[src/cim_pkg.sv]
// shared types and constants of the block-cyclic index mapper
// no dependencies; imported by the interfaces, cim_cfg, the top level, the checker and the testbench
package cim_pkg;

	localparam int IDX_W_DEF      = 32;
	localparam int GRID_W_DEF     = 12;
	localparam int CFG_IDX_W      = 4;
	localparam int CFG_DATA_W_DEF = 32;

	// command and dimension codes of an input item
	localparam logic CMD_G2L = 1'b0;
	localparam logic CMD_L2G = 1'b1;
	localparam logic DIM_ROW = 1'b0;
	localparam logic DIM_COL = 1'b1;

	typedef enum logic [1:0] {
		STAT_OK     = 2'd0,
		STAT_MISS   = 2'd1,
		STAT_BADCFG = 2'd2
	} cim_status_t;

	typedef enum logic [CFG_IDX_W-1:0] {
		REG_MATRIX_ORDER = 4'd0,
		REG_ROW_BLOCK    = 4'd1,
		REG_COL_BLOCK    = 4'd2,
		REG_GRID_ROWS    = 4'd3,
		REG_GRID_COLS    = 4'd4,
		REG_SOURCE_ROW   = 4'd5,
		REG_SOURCE_COL   = 4'd6,
		REG_MY_RANK      = 4'd7
	} cim_reg_t;

endpackage

[src/cim_if.sv]


interface cim_cfg_if import cim_pkg::*; #(
	parameter int DATA_WIDTH = CFG_DATA_W_DEF
);
	logic                  valid;
	logic                  ready;
	logic [CFG_IDX_W-1:0]  index;
	logic [DATA_WIDTH-1:0] data;

	modport source (output valid, index, data, input ready);
	modport sink   (input valid, index, data, output ready);
endinterface

[src/cim_cfg.sv]
// configuration registers and the sequencer that derives grid coordinates and extents
// depends on cim_pkg and cim_cfg_if; shares one bit-serial divider between all its divisions
module cim_cfg import cim_pkg::*; #(
	parameter int INDEX_WIDTH = IDX_W_DEF,
	parameter int GRID_WIDTH  = GRID_W_DEF
) (
	input  logic                   clk,
	input  logic                   arst_n,
	cim_cfg_if.sink                cfg,
	output logic                   idle,
	output logic                   cfg_ok,
	output logic [INDEX_WIDTH-1:0] matrix_order,
	output logic [INDEX_WIDTH-1:0] row_block,
	output logic [INDEX_WIDTH-1:0] col_block,
	output logic [GRID_WIDTH:0]    grid_rows,
	output logic [GRID_WIDTH:0]    grid_cols,
	output logic [GRID_WIDTH-1:0]  first_row,
	output logic [GRID_WIDTH-1:0]  first_col,
	output logic [INDEX_WIDTH-1:0] extent_row,
	output logic [INDEX_WIDTH-1:0] extent_col
);

	localparam int IW  = INDEX_WIDTH;
	localparam int GW  = GRID_WIDTH;
	localparam int DVW = (IW > 2 * GW) ? IW : 2 * GW;
	localparam int CW  = $clog2(DVW);

	typedef enum logic [9:0] {
		S_IDLE     = 10'b0000000001,
		S_CHECK    = 10'b0000000010,
		S_RANK_DIV = 10'b0000000100,
		S_FIRST    = 10'b0000001000,
		S_NB_DIV   = 10'b0000010000,
		S_K_LOAD   = 10'b0000100000,
		S_K_DIV    = 10'b0001000000,
		S_MUL_K    = 10'b0010000000,
		S_MUL_NB   = 10'b0100000000,
		S_EXT      = 10'b1000000000
	} cim_seq_t;

	cim_seq_t         state_q;
	logic             dim_q;
	logic [IW-1:0]    mo_q, rb_q, cb_q;
	logic [GW:0]      gr_q, gc_q;
	logic [GW-1:0]    sr_q, sc_q;
	logic [2*GW-1:0]  rk_q;
	logic             ok_q;
	logic [GW-1:0]    first_r_q, first_c_q;
	logic [IW-1:0]    ext_r_q, ext_c_q;
	logic [IW-1:0]    nbm1_q, t1_q, t2_q;
	logic             modz_q;
	logic [DVW-1:0]   div_num_q, div_den_q, div_rem_q;
	logic [CW-1:0]    div_cnt_q;

	logic [DVW:0]     trial, diff;
	logic             ge, div_last;
	logic [DVW-1:0]   step_rem, step_num;
	logic [2*GW+1:0]  grid_size;
	logic             gr_fit, gc_fit, ok_nx;
	logic [GW+1:0]    sum_r, sum_c;
	logic [GW-1:0]    first_r_nx, first_c_nx;
	logic [GW-1:0]    cur_first;
	logic [IW-1:0]    cur_b, kq, ext_val;
	logic [GW:0]      cur_cnt;
	logic             cfg_wr;

	// shared serial divider step
	assign trial    = {div_rem_q, div_num_q[DVW-1]};
	assign diff     = trial - {1'b0, div_den_q};
	assign ge       = trial >= {1'b0, div_den_q};
	assign step_rem = ge ? diff[DVW-1:0] : trial[DVW-1:0];
	assign step_num = {div_num_q[DVW-2:0], ge};
	assign div_last = div_cnt_q == CW'(DVW - 1);

	// validity of the whole register set
	assign grid_size = (2*GW+2)'(gr_q) * (2*GW+2)'(gc_q);
	assign gr_fit    = !(gr_q[GW] && (gr_q[GW-1:0] != '0));
	assign gc_fit    = !(gc_q[GW] && (gc_q[GW-1:0] != '0));
	assign ok_nx     = (mo_q != '0) && (rb_q != '0) && (cb_q != '0)
		&& (gr_q != '0) && gr_fit && (gc_q != '0) && gc_fit
		&& ((GW+1)'(sr_q) < gr_q) && ((GW+1)'(sc_q) < gc_q)
		&& ((2*GW+2)'(rk_q) < grid_size);

	// first owned block offset, from rank / grid_cols left in the divider
	assign sum_r = (GW+2)'(GW'(div_num_q)) + (GW+2)'(gr_q) - (GW+2)'(sr_q);
	assign sum_c = (GW+2)'(GW'(div_rem_q)) + (GW+2)'(gc_q) - (GW+2)'(sc_q);
	assign first_r_nx = (sum_r >= (GW+2)'(gr_q)) ? GW'(sum_r - (GW+2)'(gr_q)) : GW'(sum_r);
	assign first_c_nx = (sum_c >= (GW+2)'(gc_q)) ? GW'(sum_c - (GW+2)'(gc_q)) : GW'(sum_c);

	assign cur_first = (dim_q == DIM_COL) ? first_c_q : first_r_q;
	assign cur_b     = (dim_q == DIM_COL) ? cb_q : rb_q;
	assign cur_cnt   = (dim_q == DIM_COL) ? gc_q : gr_q;
	assign kq        = IW'(div_num_q) + IW'(1);
	// last block is short: take off what it lacks of a full block
	assign ext_val   = modz_q ? (t1_q - cur_b + (mo_q - t2_q)) : t1_q;

	assign cfg_wr    = cfg.valid && cfg.ready;

	always_ff @(posedge clk or negedge arst_n) begin
		if (!arst_n) begin
			state_q   <= S_IDLE;
			dim_q     <= DIM_ROW;
			div_cnt_q <= '0;
			mo_q      <= IW'(1);
			rb_q      <= IW'(1);
			cb_q      <= IW'(1);
			gr_q      <= (GW+1)'(1);
			gc_q      <= (GW+1)'(1);
			sr_q      <= '0;
			sc_q      <= '0;
			rk_q      <= '0;
			ok_q      <= 1'b1;
			first_r_q <= '0;
			first_c_q <= '0;
			ext_r_q   <= IW'(1);
			ext_c_q   <= IW'(1);
		end else if (cfg_wr) begin
			// a register write restarts the derivation
			state_q <= S_CHECK;
			unique case (cfg.index)
				REG_MATRIX_ORDER: mo_q <= cfg.data[IW-1:0];
				REG_ROW_BLOCK:    rb_q <= cfg.data[IW-1:0];
				REG_COL_BLOCK:    cb_q <= cfg.data[IW-1:0];
				REG_GRID_ROWS:    gr_q <= cfg.data[GW:0];
				REG_GRID_COLS:    gc_q <= cfg.data[GW:0];
				REG_SOURCE_ROW:   sr_q <= cfg.data[GW-1:0];
				REG_SOURCE_COL:   sc_q <= cfg.data[GW-1:0];
				REG_MY_RANK:      rk_q <= cfg.data[2*GW-1:0];
				default: begin
				end
			endcase
		end else begin
			unique case (state_q)
				S_IDLE: begin
				end
				S_CHECK: begin
					ok_q <= ok_nx;
					if (ok_nx) begin
						div_num_q <= DVW'(rk_q);
						div_den_q <= DVW'(gc_q);
						div_rem_q <= '0;
						div_cnt_q <= '0;
						state_q   <= S_RANK_DIV;
					end else begin
						state_q <= S_IDLE;
					end
				end
				S_RANK_DIV, S_NB_DIV, S_K_DIV: begin
					div_num_q <= step_num;
					div_rem_q <= step_rem;
					div_cnt_q <= div_cnt_q + CW'(1);
					if (div_last) begin
						state_q <= (state_q == S_RANK_DIV) ? S_FIRST :
							(state_q == S_NB_DIV) ? S_K_LOAD : S_MUL_K;
					end
				end
				S_FIRST: begin
					first_r_q <= first_r_nx;
					first_c_q <= first_c_nx;
					dim_q     <= DIM_ROW;
					div_num_q <= DVW'(mo_q - IW'(1));
					div_den_q <= DVW'(rb_q);
					div_rem_q <= '0;
					div_cnt_q <= '0;
					state_q   <= S_NB_DIV;
				end
				S_K_LOAD: begin
					nbm1_q <= IW'(div_num_q);
					if (DVW'(cur_first) > div_num_q) begin
						// this coordinate owns no block at all
						if (dim_q == DIM_ROW) begin
							ext_r_q   <= '0;
							dim_q     <= DIM_COL;
							div_num_q <= DVW'(mo_q - IW'(1));
							div_den_q <= DVW'(cb_q);
							div_rem_q <= '0;
							div_cnt_q <= '0;
							state_q   <= S_NB_DIV;
						end else begin
							ext_c_q <= '0;
							state_q <= S_IDLE;
						end
					end else begin
						div_num_q <= div_num_q - DVW'(cur_first);
						div_den_q <= DVW'(cur_cnt);
						div_rem_q <= '0;
						div_cnt_q <= '0;
						state_q   <= S_K_DIV;
					end
				end
				S_MUL_K: begin
					t1_q    <= kq * cur_b;
					modz_q  <= div_rem_q == '0;
					state_q <= S_MUL_NB;
				end
				S_MUL_NB: begin
					t2_q    <= nbm1_q * cur_b;
					state_q <= S_EXT;
				end
				S_EXT: begin
					if (dim_q == DIM_ROW) begin
						ext_r_q   <= ext_val;
						dim_q     <= DIM_COL;
						div_num_q <= DVW'(mo_q - IW'(1));
						div_den_q <= DVW'(cb_q);
						div_rem_q <= '0;
						div_cnt_q <= '0;
						state_q   <= S_NB_DIV;
					end else begin
						ext_c_q <= ext_val;
						state_q <= S_IDLE;
					end
				end
				default: state_q <= S_IDLE;
			endcase
		end
	end

	assign cfg.ready    = 1'b1;
	assign idle         = state_q == S_IDLE;
	assign cfg_ok       = ok_q;
	assign matrix_order = mo_q;
	assign row_block    = rb_q;
	assign col_block    = cb_q;
	assign grid_rows    = gr_q;
	assign grid_cols    = gc_q;
	assign first_row    = first_r_q;
	assign first_col    = first_c_q;
	assign extent_row   = ext_r_q;
	assign extent_col   = ext_c_q;

endmodule

[src/flat_wrapper.sv]
// flat-port wrapper written by rule: the top's interface ports become plain ports
module cim_cfg_flat import cim_pkg::*;
#(
	parameter int INDEX_WIDTH = IDX_W_DEF,
	parameter int GRID_WIDTH  = GRID_W_DEF
)
  (clk, arst_n, idle, cfg_ok, matrix_order, row_block, col_block, grid_rows, grid_cols, first_row, first_col, extent_row, extent_col, cfg_valid, cfg_index, cfg_data, cfg_ready);
  cim_cfg_if cfg_i ();
  input  logic clk;
  input  logic arst_n;
  output logic idle;
  output logic cfg_ok;
  output logic [INDEX_WIDTH-1:0] matrix_order;
  output logic [INDEX_WIDTH-1:0] row_block;
  output logic [INDEX_WIDTH-1:0] col_block;
  output logic [GRID_WIDTH:0] grid_rows;
  output logic [GRID_WIDTH:0] grid_cols;
  output logic [GRID_WIDTH-1:0] first_row;
  output logic [GRID_WIDTH-1:0] first_col;
  output logic [INDEX_WIDTH-1:0] extent_row;
  output logic [INDEX_WIDTH-1:0] extent_col;
  input wire logic [$bits(cfg_i.valid)-1:0] cfg_valid;
  input wire logic [$bits(cfg_i.index)-1:0] cfg_index;
  input wire logic [$bits(cfg_i.data)-1:0] cfg_data;
  output wire logic [$bits(cfg_i.ready)-1:0] cfg_ready;
  assign cfg_i.valid = cfg_valid;
  assign cfg_i.index = cfg_index;
  assign cfg_i.data = cfg_data;
  assign cfg_ready = cfg_i.ready;
  cim_cfg #(.INDEX_WIDTH(INDEX_WIDTH), .GRID_WIDTH(GRID_WIDTH)) u_core (.clk(clk), .arst_n(arst_n), .cfg(cfg_i), .idle(idle), .cfg_ok(cfg_ok), .matrix_order(matrix_order), .row_block(row_block), .col_block(col_block), .grid_rows(grid_rows), .grid_cols(grid_cols), .first_row(first_row), .first_col(first_col), .extent_row(extent_row), .extent_col(extent_col));
endmodule
[config.mk]
export PLATFORM = sky130hd
export DESIGN_NAME = cim_cfg_flat
export DESIGN_NICKNAME = d
export VERILOG_FILES = /design/src/cim_pkg.sv /design/src/cim_if.sv /design/src/cim_cfg.sv /design/src/flat_wrapper.sv
export SDC_FILE = /design/constraint.sdc
export NUM_CORES = 2
export LEC_CHECK = 0
export ABC_CLOCK_PERIOD_IN_PS = 24700
export BUFFER_PORTS_ARGS = -buffer_cell sky130_fd_sc_hd__buf_2
export CAP_MARGIN = 0
export CORE_MARGIN = 3
export CORE_UTILIZATION = 50
export CTS_BUF_LIST = sky130_fd_sc_hd__clkbuf_16
export DETAILED_ROUTE_END_ITERATION = 8
export PLACE_DENSITY_LB_ADDON = 0.15
export SKIP_CTS_REPAIR_TIMING = 1
export SLEW_MARGIN = 20
export SYNTH_ARGS = -nofsm -noshare
export SYNTH_HDL_FRONTEND = slang
export SYNTH_SLANG_ARGS = --single-unit
[constraint.sdc]
create_clock -name clk -period 24.7 [get_ports clk]
set_input_delay 3.705 -clock clk [delete_from_list [all_inputs] [get_ports clk]]
set_output_delay 3.705 -clock clk [all_outputs]
set_load 0.02 [all_outputs]
* Yosys cells after proc, flatten, opt, wreduce, memory -nomap -nowiden
Cells that the tools add are included.
Widths: inputs -> output; s select.
** Word-level totals
- Logic and storage cells :: 162
- Bits of input ports :: 39
- Flip-flop bits (word level) :: 468
- Output and inout port bits :: 213
** Operators by class
- Bitwise gates (word level) :: 1
- Add/sub/neg operators :: 14
- $lt $le $gt $ge :: 7
- Reductions and logical operators :: 47
- $mul :: 3
- Equal/unequal tests :: 26
- Multiplexer cells :: 41
** Operators by type and width (count)
- $mux 32 :: 18
- $pmux 32 s5 :: 2
- $pmux 32 s2 :: 2
- $pmux 32 s4 :: 1
- $reduce_bool 32->1 :: 3
- $sub 32x32->32 :: 3
- $pmux 10 s8 :: 1
- $mul 32x32->32 :: 2
- $mux 12 :: 3
- $ge 33x32->1 :: 1
- $add 32x1->32 const B :: 1
- $add 32x32->32 :: 1
- $gt 12x32->1 :: 1
- $logic_not 32->1 :: 1
- $sub 32x1->32 const B :: 1
- $sub 32x12->32 :: 1
- $mux 10 :: 3
- $add 12x13->14 :: 2
- $ge 14x13->1 :: 2
- $sub 14x12->14 :: 2
- $lt 12x13->1 :: 2
- $lt 24x26->1 :: 1
- $mul 13x13->26 :: 1
- $reduce_bool 13->1 :: 2
- 41 further kinds :: 82

* Depth between registers and ports, before layout
- Word-level depth :: 13
- Gate-level depth with buffers :: 35
- Depth with buffers taken out :: 34

* Least setup slack after synthesis
Ideal clock, no wire load.
- Path kind :: register -> register
- From :: register u_core.gc_q[1] (netlist: u_core.grid_cols[1])
- To :: register u_core.div_num_q[0], enable pin
- Data arrival time :: 9.819 ns
- Path slack :: 14.375 ns
- Setup time :: 0.507 ns
- Path buffers :: 1
- Cell stages (with the launch flop) :: 31
- Period minus slack after synthesis :: 10.325 ns
- Data required time :: 24.193 ns
- Cell sequence :: dfrtp_1 inv_1 clkbuf_1 nor2_1 fa_1 inv_1 fa_1 inv_1 fa_1 fa_1 inv_1 fa_1 inv_1 ha_1 or4_1 a211oi_1 o31ai_1 o21a_1 nor2_1 o21bai_1 a21oi_1 xor2_1 ha_1 nor2b_1 o21ai_0 nand2_1 a21oi_1 nor4_1 a21oi_1 nand2_1 a21oi_1
** Between the ends
- Word-level cells in the longest chain between the ends :: 9
** RTL lines
- start, declared :: line cim_cfg.sv:44 : logic [GW:0] gr_q, gc_q;
- start signal, assigned :: line cim_cfg.sv:108 : gc_q <= (GW+1)'(1);
- start signal, assigned :: line cim_cfg.sv:125 : REG_GRID_COLS: gc_q <= cfg.data[GW:0];
- branches (longest 6 deep; another with $mul 13x13->26)
- $logic_and 1x1->1 (*) :: line cim_cfg.sv:82 : && ((2*GW+2)'(rk_q) < grid_size);
- $ne 2x1->1 (no source line) (*)
- $reduce_and 4->1 (no source line) (*)
- end signal, assigned :: line cim_cfg.sv:139 : div_num_q <= DVW'(rk_q);
- end signal, assigned :: line cim_cfg.sv:149 : div_num_q <= step_num;
- end signal, assigned :: line cim_cfg.sv:161 : div_num_q <= DVW'(mo_q - IW'(1));
- end, declared :: line cim_cfg.sv:52 : logic [DVW-1:0] div_num_q, div_den_q, div_rem_q;
Mark *: on every way between the ends.
A chain may end at the register's enable or synchronous reset.

* Worst setup path after layout
- From :: register u_core.div_num_q[0]
- To :: register u_core.t1_q[31], data pin
** Between the ends
- Word-level cells in the longest chain between the ends :: 2
** RTL lines
- $add 32x1->32 :: line cim_cfg.sv:93 : assign kq = IW'(div_num_q) + IW'(1);
- $mul 32x32->32 :: line cim_cfg.sv:192 : t1_q <= kq * cur_b;
- end signal, assigned :: line cim_cfg.sv:192
- end, declared :: line cim_cfg.sv:50 : logic [IW-1:0] nbm1_q, t1_q, t2_q;
No other way between the ends.

==> implementation parameters <==
Parameter                              Value

CTS
  Clock tree root buffer cell ... sky130_fd_sc_hd__clkbuf_16
  CTS tree ... yes
  Clock transition at the register clock pins on the worst setup and hold paths after CTS ... about 0.070 ns
  Clock Tree Buf Depth ... 3
  Latest clock arrival within the worst-skew pair ... 0.67 ns
  CTS H-Tree Depth ... 2
  Total CTS buffers ... 52
  Number of clock sinks ... approximately 470

Synth
  Sequential-to-total area share from yosys stat ... between 10% and 20%
  Post-synthesis xor/xnor area fraction ... 5.16%
  Post-Syn Area ... around 67000 sq um
  Number of enable flip-flop cells after synthesis ... a little under 200
  Syn. warnings ... 0
  Synthesized-area fraction occupied by ao, oa, aoi and oai cells ... roughly 8.3%
  Arithmetic-cell share of the synthesized area counting full adders, half adders and majority gates ... between 30% and 40%
  Most common flop cell mapped by yosys ... sky130_fd_sc_hd__dfrtp_1
  Ys async rst share ... approximately 59%
  Multiplexer share of the synthesized area ... under 10%
  Post-synthesis sequential element count ... roughly 470
  Simple-Gate Fraction of Synth Area ... between 10% and 20%
  Main combinational cell family by area after synthesis ... adder cells
  Synth Area per Inst ... around 9.2 sq um
  Count of mapped cells out of synthesis ... around 7300
  Post-synth cell types ... 99
  Number of nets in the synthesized netlist ... 8827

STA
  Unrepaired setup endpoints after global routing ... false
  Worst hold-check slack ... 0.475 ns
  Endpoints failing setup ... 0
  Endpoints failing hold ... 0
  Slew at the pin with the worst max-slew slack ... 1.20 ns
  Final Max Slew Viols ... 0
  Final critical-path setup slack ... 14.57 ns
  Final critical path time including I/O delays and setup ... just over 10 ns
  Top achievable clock speed ... 98.7 MHz
  Post-route clock period utilization ... 41.0%
  Clock skew ... around 0.031 ns
  Slew margin rel. ... 19.5%
  Total negative slack ... 0 ns

Critical path
  Type of element capturing the critical path ... flop
  CP dominant cell by count ... sky130_fd_sc_hd__fa_1
  Max Fanout on Critical Path ... 29
  Startpoint-to-endpoint class of the critical path ... flop to flop
  RR Startpoint ... u_core.div_num_q[0]$_DFFE_PP_
  Slowest cell delay on critical path ... around 0.75 ns
  Required time at the endpoint of the critical path ... roughly 25 ns
  Worst setup path end ... u_core.t1_q[31]$_DFFE_PP_
  Number of cells on the worst reg-to-reg path ... 29
  Reg2reg end ... u_core.t1_q[31]$_DFFE_PP_
  Minimum setup slack among reg-to-reg paths ... ~15 ns
  Cell at the slowest stage of the critical path ... sky130_fd_sc_hd__xnor2_2
  Worst path arrival time ... ~11 ns
  Sort of element at the start of the critical path ... flop
  Worst setup path startpoint ... u_core.div_num_q[0]$_DFFE_PP_

Place
  Routability cong. ... between 1 and 1.5
  Port Buf Inserts ... 250
  Setup slack at placement ... between 10 and 15 ns
  Dpl hpwl ... 184000 um

Floorplanning
  Die extent in y ... roughly 370 um
  Core ar. ... between 100000 and 150000 sq um
  Die area ... approximately 140000 sq um
  Number of top-level pins ... roughly 250
  Initial core utilization ... 50.6%
  Row count ... ~130
  Die width ... approximately 370 um

Drt
  Number of vias per cell after detailed routing ... around 5.8
  Average wire length per cell after detail routing ... roughly 26 um
  Number of iterations in the first detailed-routing pass ... 6
  Post-route antenna net violation count ... 0
  Number of DRC markers in iteration 0 ... 4859
  Wire length reported by the detailed router ... about 240000 um
  DRC violations left ... 0
  Vias after detailed routing ... about 53000

Worst hold path
  Class of the tightest hold or removal check ... flop to flop

Cells and area
  Net total in the final layout ... slightly below 9000
  Fraction of layout instances using a drive strength above 1 ... under 10%
  Signed area change from the synthesized netlist to the final layout ... 7.53%

Global route
  Overall overflow remaining after global route ... 0
  Initial antenna violation count ... 13
  Via count of the first global-routing pass ... roughly 55000
  Largest net degree at the start of global routing ... 74
  All-Layer GR Usage ... 35.2%
  Global-route wire length before repair ... around 360000 um

Job
  Max-cap viol count ... 0

Run status
  Status ... completed
[state kept, by name, summed over array words and instances (netlist names), 24 cells and up]
name	flops
u_core.div_num_q	32
u_core.rk_q	24
u_core.nbm1_q	32
u_core.extent_row	32
u_core.t1_q	32
u_core.extent_col	32
u_core.matrix_order	32
u_core.t2_q	32
u_core.div_rem_q	32
u_core.row_block	32
u_core.div_den_q	32
u_core.col_block	32
[synth_stat cells (43+ instances only)]
library cell,number,area [sq um]
sky130_fd_sc_hd__o21ai_0,254,1270
sky130_fd_sc_hd__fa_1,1027,20600
sky130_fd_sc_hd__edfxtp_1,193,5800
sky130_fd_sc_hd__nor3_1,52,260
sky130_fd_sc_hd__and2_1,183,1140
sky130_fd_sc_hd__inv_1,1345,5050
sky130_fd_sc_hd__nand3_1,43,215
sky130_fd_sc_hd__nand2_1,1099,4130
sky130_fd_sc_hd__a31oi_1,51,319
sky130_fd_sc_hd__ha_1,496,6210
sky130_fd_sc_hd__nor4_1,59,369
sky130_fd_sc_hd__clkbuf_1,263,987
sky130_fd_sc_hd__mux2i_1,69,691
sky130_fd_sc_hd__mux2_2,189,2130
sky130_fd_sc_hd__xor2_1,102,893
sky130_fd_sc_hd__xnor2_1,272,2380
sky130_fd_sc_hd__a21o_1,98,736
sky130_fd_sc_hd__a21oi_1,191,956
sky130_fd_sc_hd__nor2_1,439,1650
sky130_fd_sc_hd__dfrtp_1,266,6660
[cells by family after synthesis]
| logic type | count (synthesis) |
|---|---|
| AND/OR/NAND/NOR | 2091 |
| buffers and inverters | 1676 |
| adder cells (fa/ha/maj) | 1523 |
| AO/OA/AOI/OAI | 865 |
| flip-flops | 468 |
| XOR/XNOR | 383 |
| multiplexers | 258 |
| other | 1 |
[layout make-up]
cell class	count	area [sq um]
sequential	468	12700
clock inverter	40	338
inverter	1358	5100
multi-input combinational	5121	48100
timing repair buffer	360	2100
clock buffer	57	1430
tap	1755	2200
fill	12200	60200
antenna	9	22.5
[routing by layer]
layer  share of wire (%)  global-route usage, %
met3                 8.9                   6.70
met1                  39                   46.5
met4                 7.3                   21.0
met5               0.022                      0
met2                  45                   54.1
[worst min path at each step]
stage                                            startpoint                                 to  slack (ns)  depth (start not counted)
after CTS                 u_core.extent_row[31]$_DFFE_PN0P_  u_core.extent_row[31]$_DFFE_PN0P_        0.48                          2
after global routing      u_core.extent_row[25]$_DFFE_PN0P_  u_core.extent_row[25]$_DFFE_PN0P_        0.51                          2
final                      u_core.extent_col[6]$_DFFE_PN0P_   u_core.extent_col[6]$_DFFE_PN0P_        0.48                          2
after floorplan              u_core.div_num_q[15]$_DFFE_PP_        u_core.nbm1_q[15]$_DFFE_PP_        0.42                          0
after global placement    u_core.extent_col[11]$_DFFE_PN0P_  u_core.extent_col[11]$_DFFE_PN0P_        0.45                          2
after detailed placement  u_core.extent_row[31]$_DFFE_PN0P_  u_core.extent_row[31]$_DFFE_PN0P_        0.47                          2
[through the flow]
step,utilization [%],std cells,area [sq um]
3_5_place_dp,53.1,9062,70200
2_1_floorplan,-,7265,66900
5_1_grt,54.5,9161,71900
4_1_cts,54.4,9159,71900
6_report,54.5,9168,72000
3_3_place_gp,53.1,9061,70100
[critical path: cells and delay by family (launching register included)]
family,cells,cell delay (ns)
xor gates and xnor gates,2,0.83
buffers and inverters,5,0.71
AOI/OAI and AO/OA,7,2.14
DFF,1,0.44
and+or+nand+nor,5,1.42
adders and majority gates,10,4.30
[cell usage in the layout (no fill, tap or decap), types with 19 or more instances in the layout]
| cell | n |
|---|---|
| sky130_fd_sc_hd__a21o_1 | 98 |
| sky130_fd_sc_hd__a21oi_1 | 187 |
| sky130_fd_sc_hd__a222oi_1 | 21 |
| sky130_fd_sc_hd__a31oi_1 | 51 |
| sky130_fd_sc_hd__and2_1 | 183 |
| sky130_fd_sc_hd__and3_1 | 27 |
| sky130_fd_sc_hd__buf_2 | 249 |
| sky130_fd_sc_hd__buf_4 | 109 |
| sky130_fd_sc_hd__clkbuf_16 | 57 |
| sky130_fd_sc_hd__dfrtp_1 | 265 |
| sky130_fd_sc_hd__edfxtp_1 | 193 |
| sky130_fd_sc_hd__fa_1 | 1027 |
| sky130_fd_sc_hd__ha_1 | 496 |
| sky130_fd_sc_hd__inv_1 | 1353 |
| sky130_fd_sc_hd__mux2_2 | 189 |
| sky130_fd_sc_hd__mux2i_1 | 68 |
| sky130_fd_sc_hd__nand2_1 | 1099 |
| sky130_fd_sc_hd__nand2b_1 | 29 |
| sky130_fd_sc_hd__nand3_1 | 43 |
| sky130_fd_sc_hd__nand4_1 | 28 |
| sky130_fd_sc_hd__nor2_1 | 434 |
| sky130_fd_sc_hd__nor2b_1 | 35 |
| sky130_fd_sc_hd__nor3_1 | 49 |
| sky130_fd_sc_hd__nor4_1 | 58 |
| sky130_fd_sc_hd__o21a_1 | 34 |
| sky130_fd_sc_hd__o21ai_0 | 253 |
| sky130_fd_sc_hd__o21bai_1 | 33 |
| sky130_fd_sc_hd__o22ai_1 | 19 |
| sky130_fd_sc_hd__xnor2_1 | 265 |
| sky130_fd_sc_hd__xor2_1 | 101 |
Power is not shown: default switching activity piles up to over one toggle a cycle in this logic, so the estimate is an artifact.
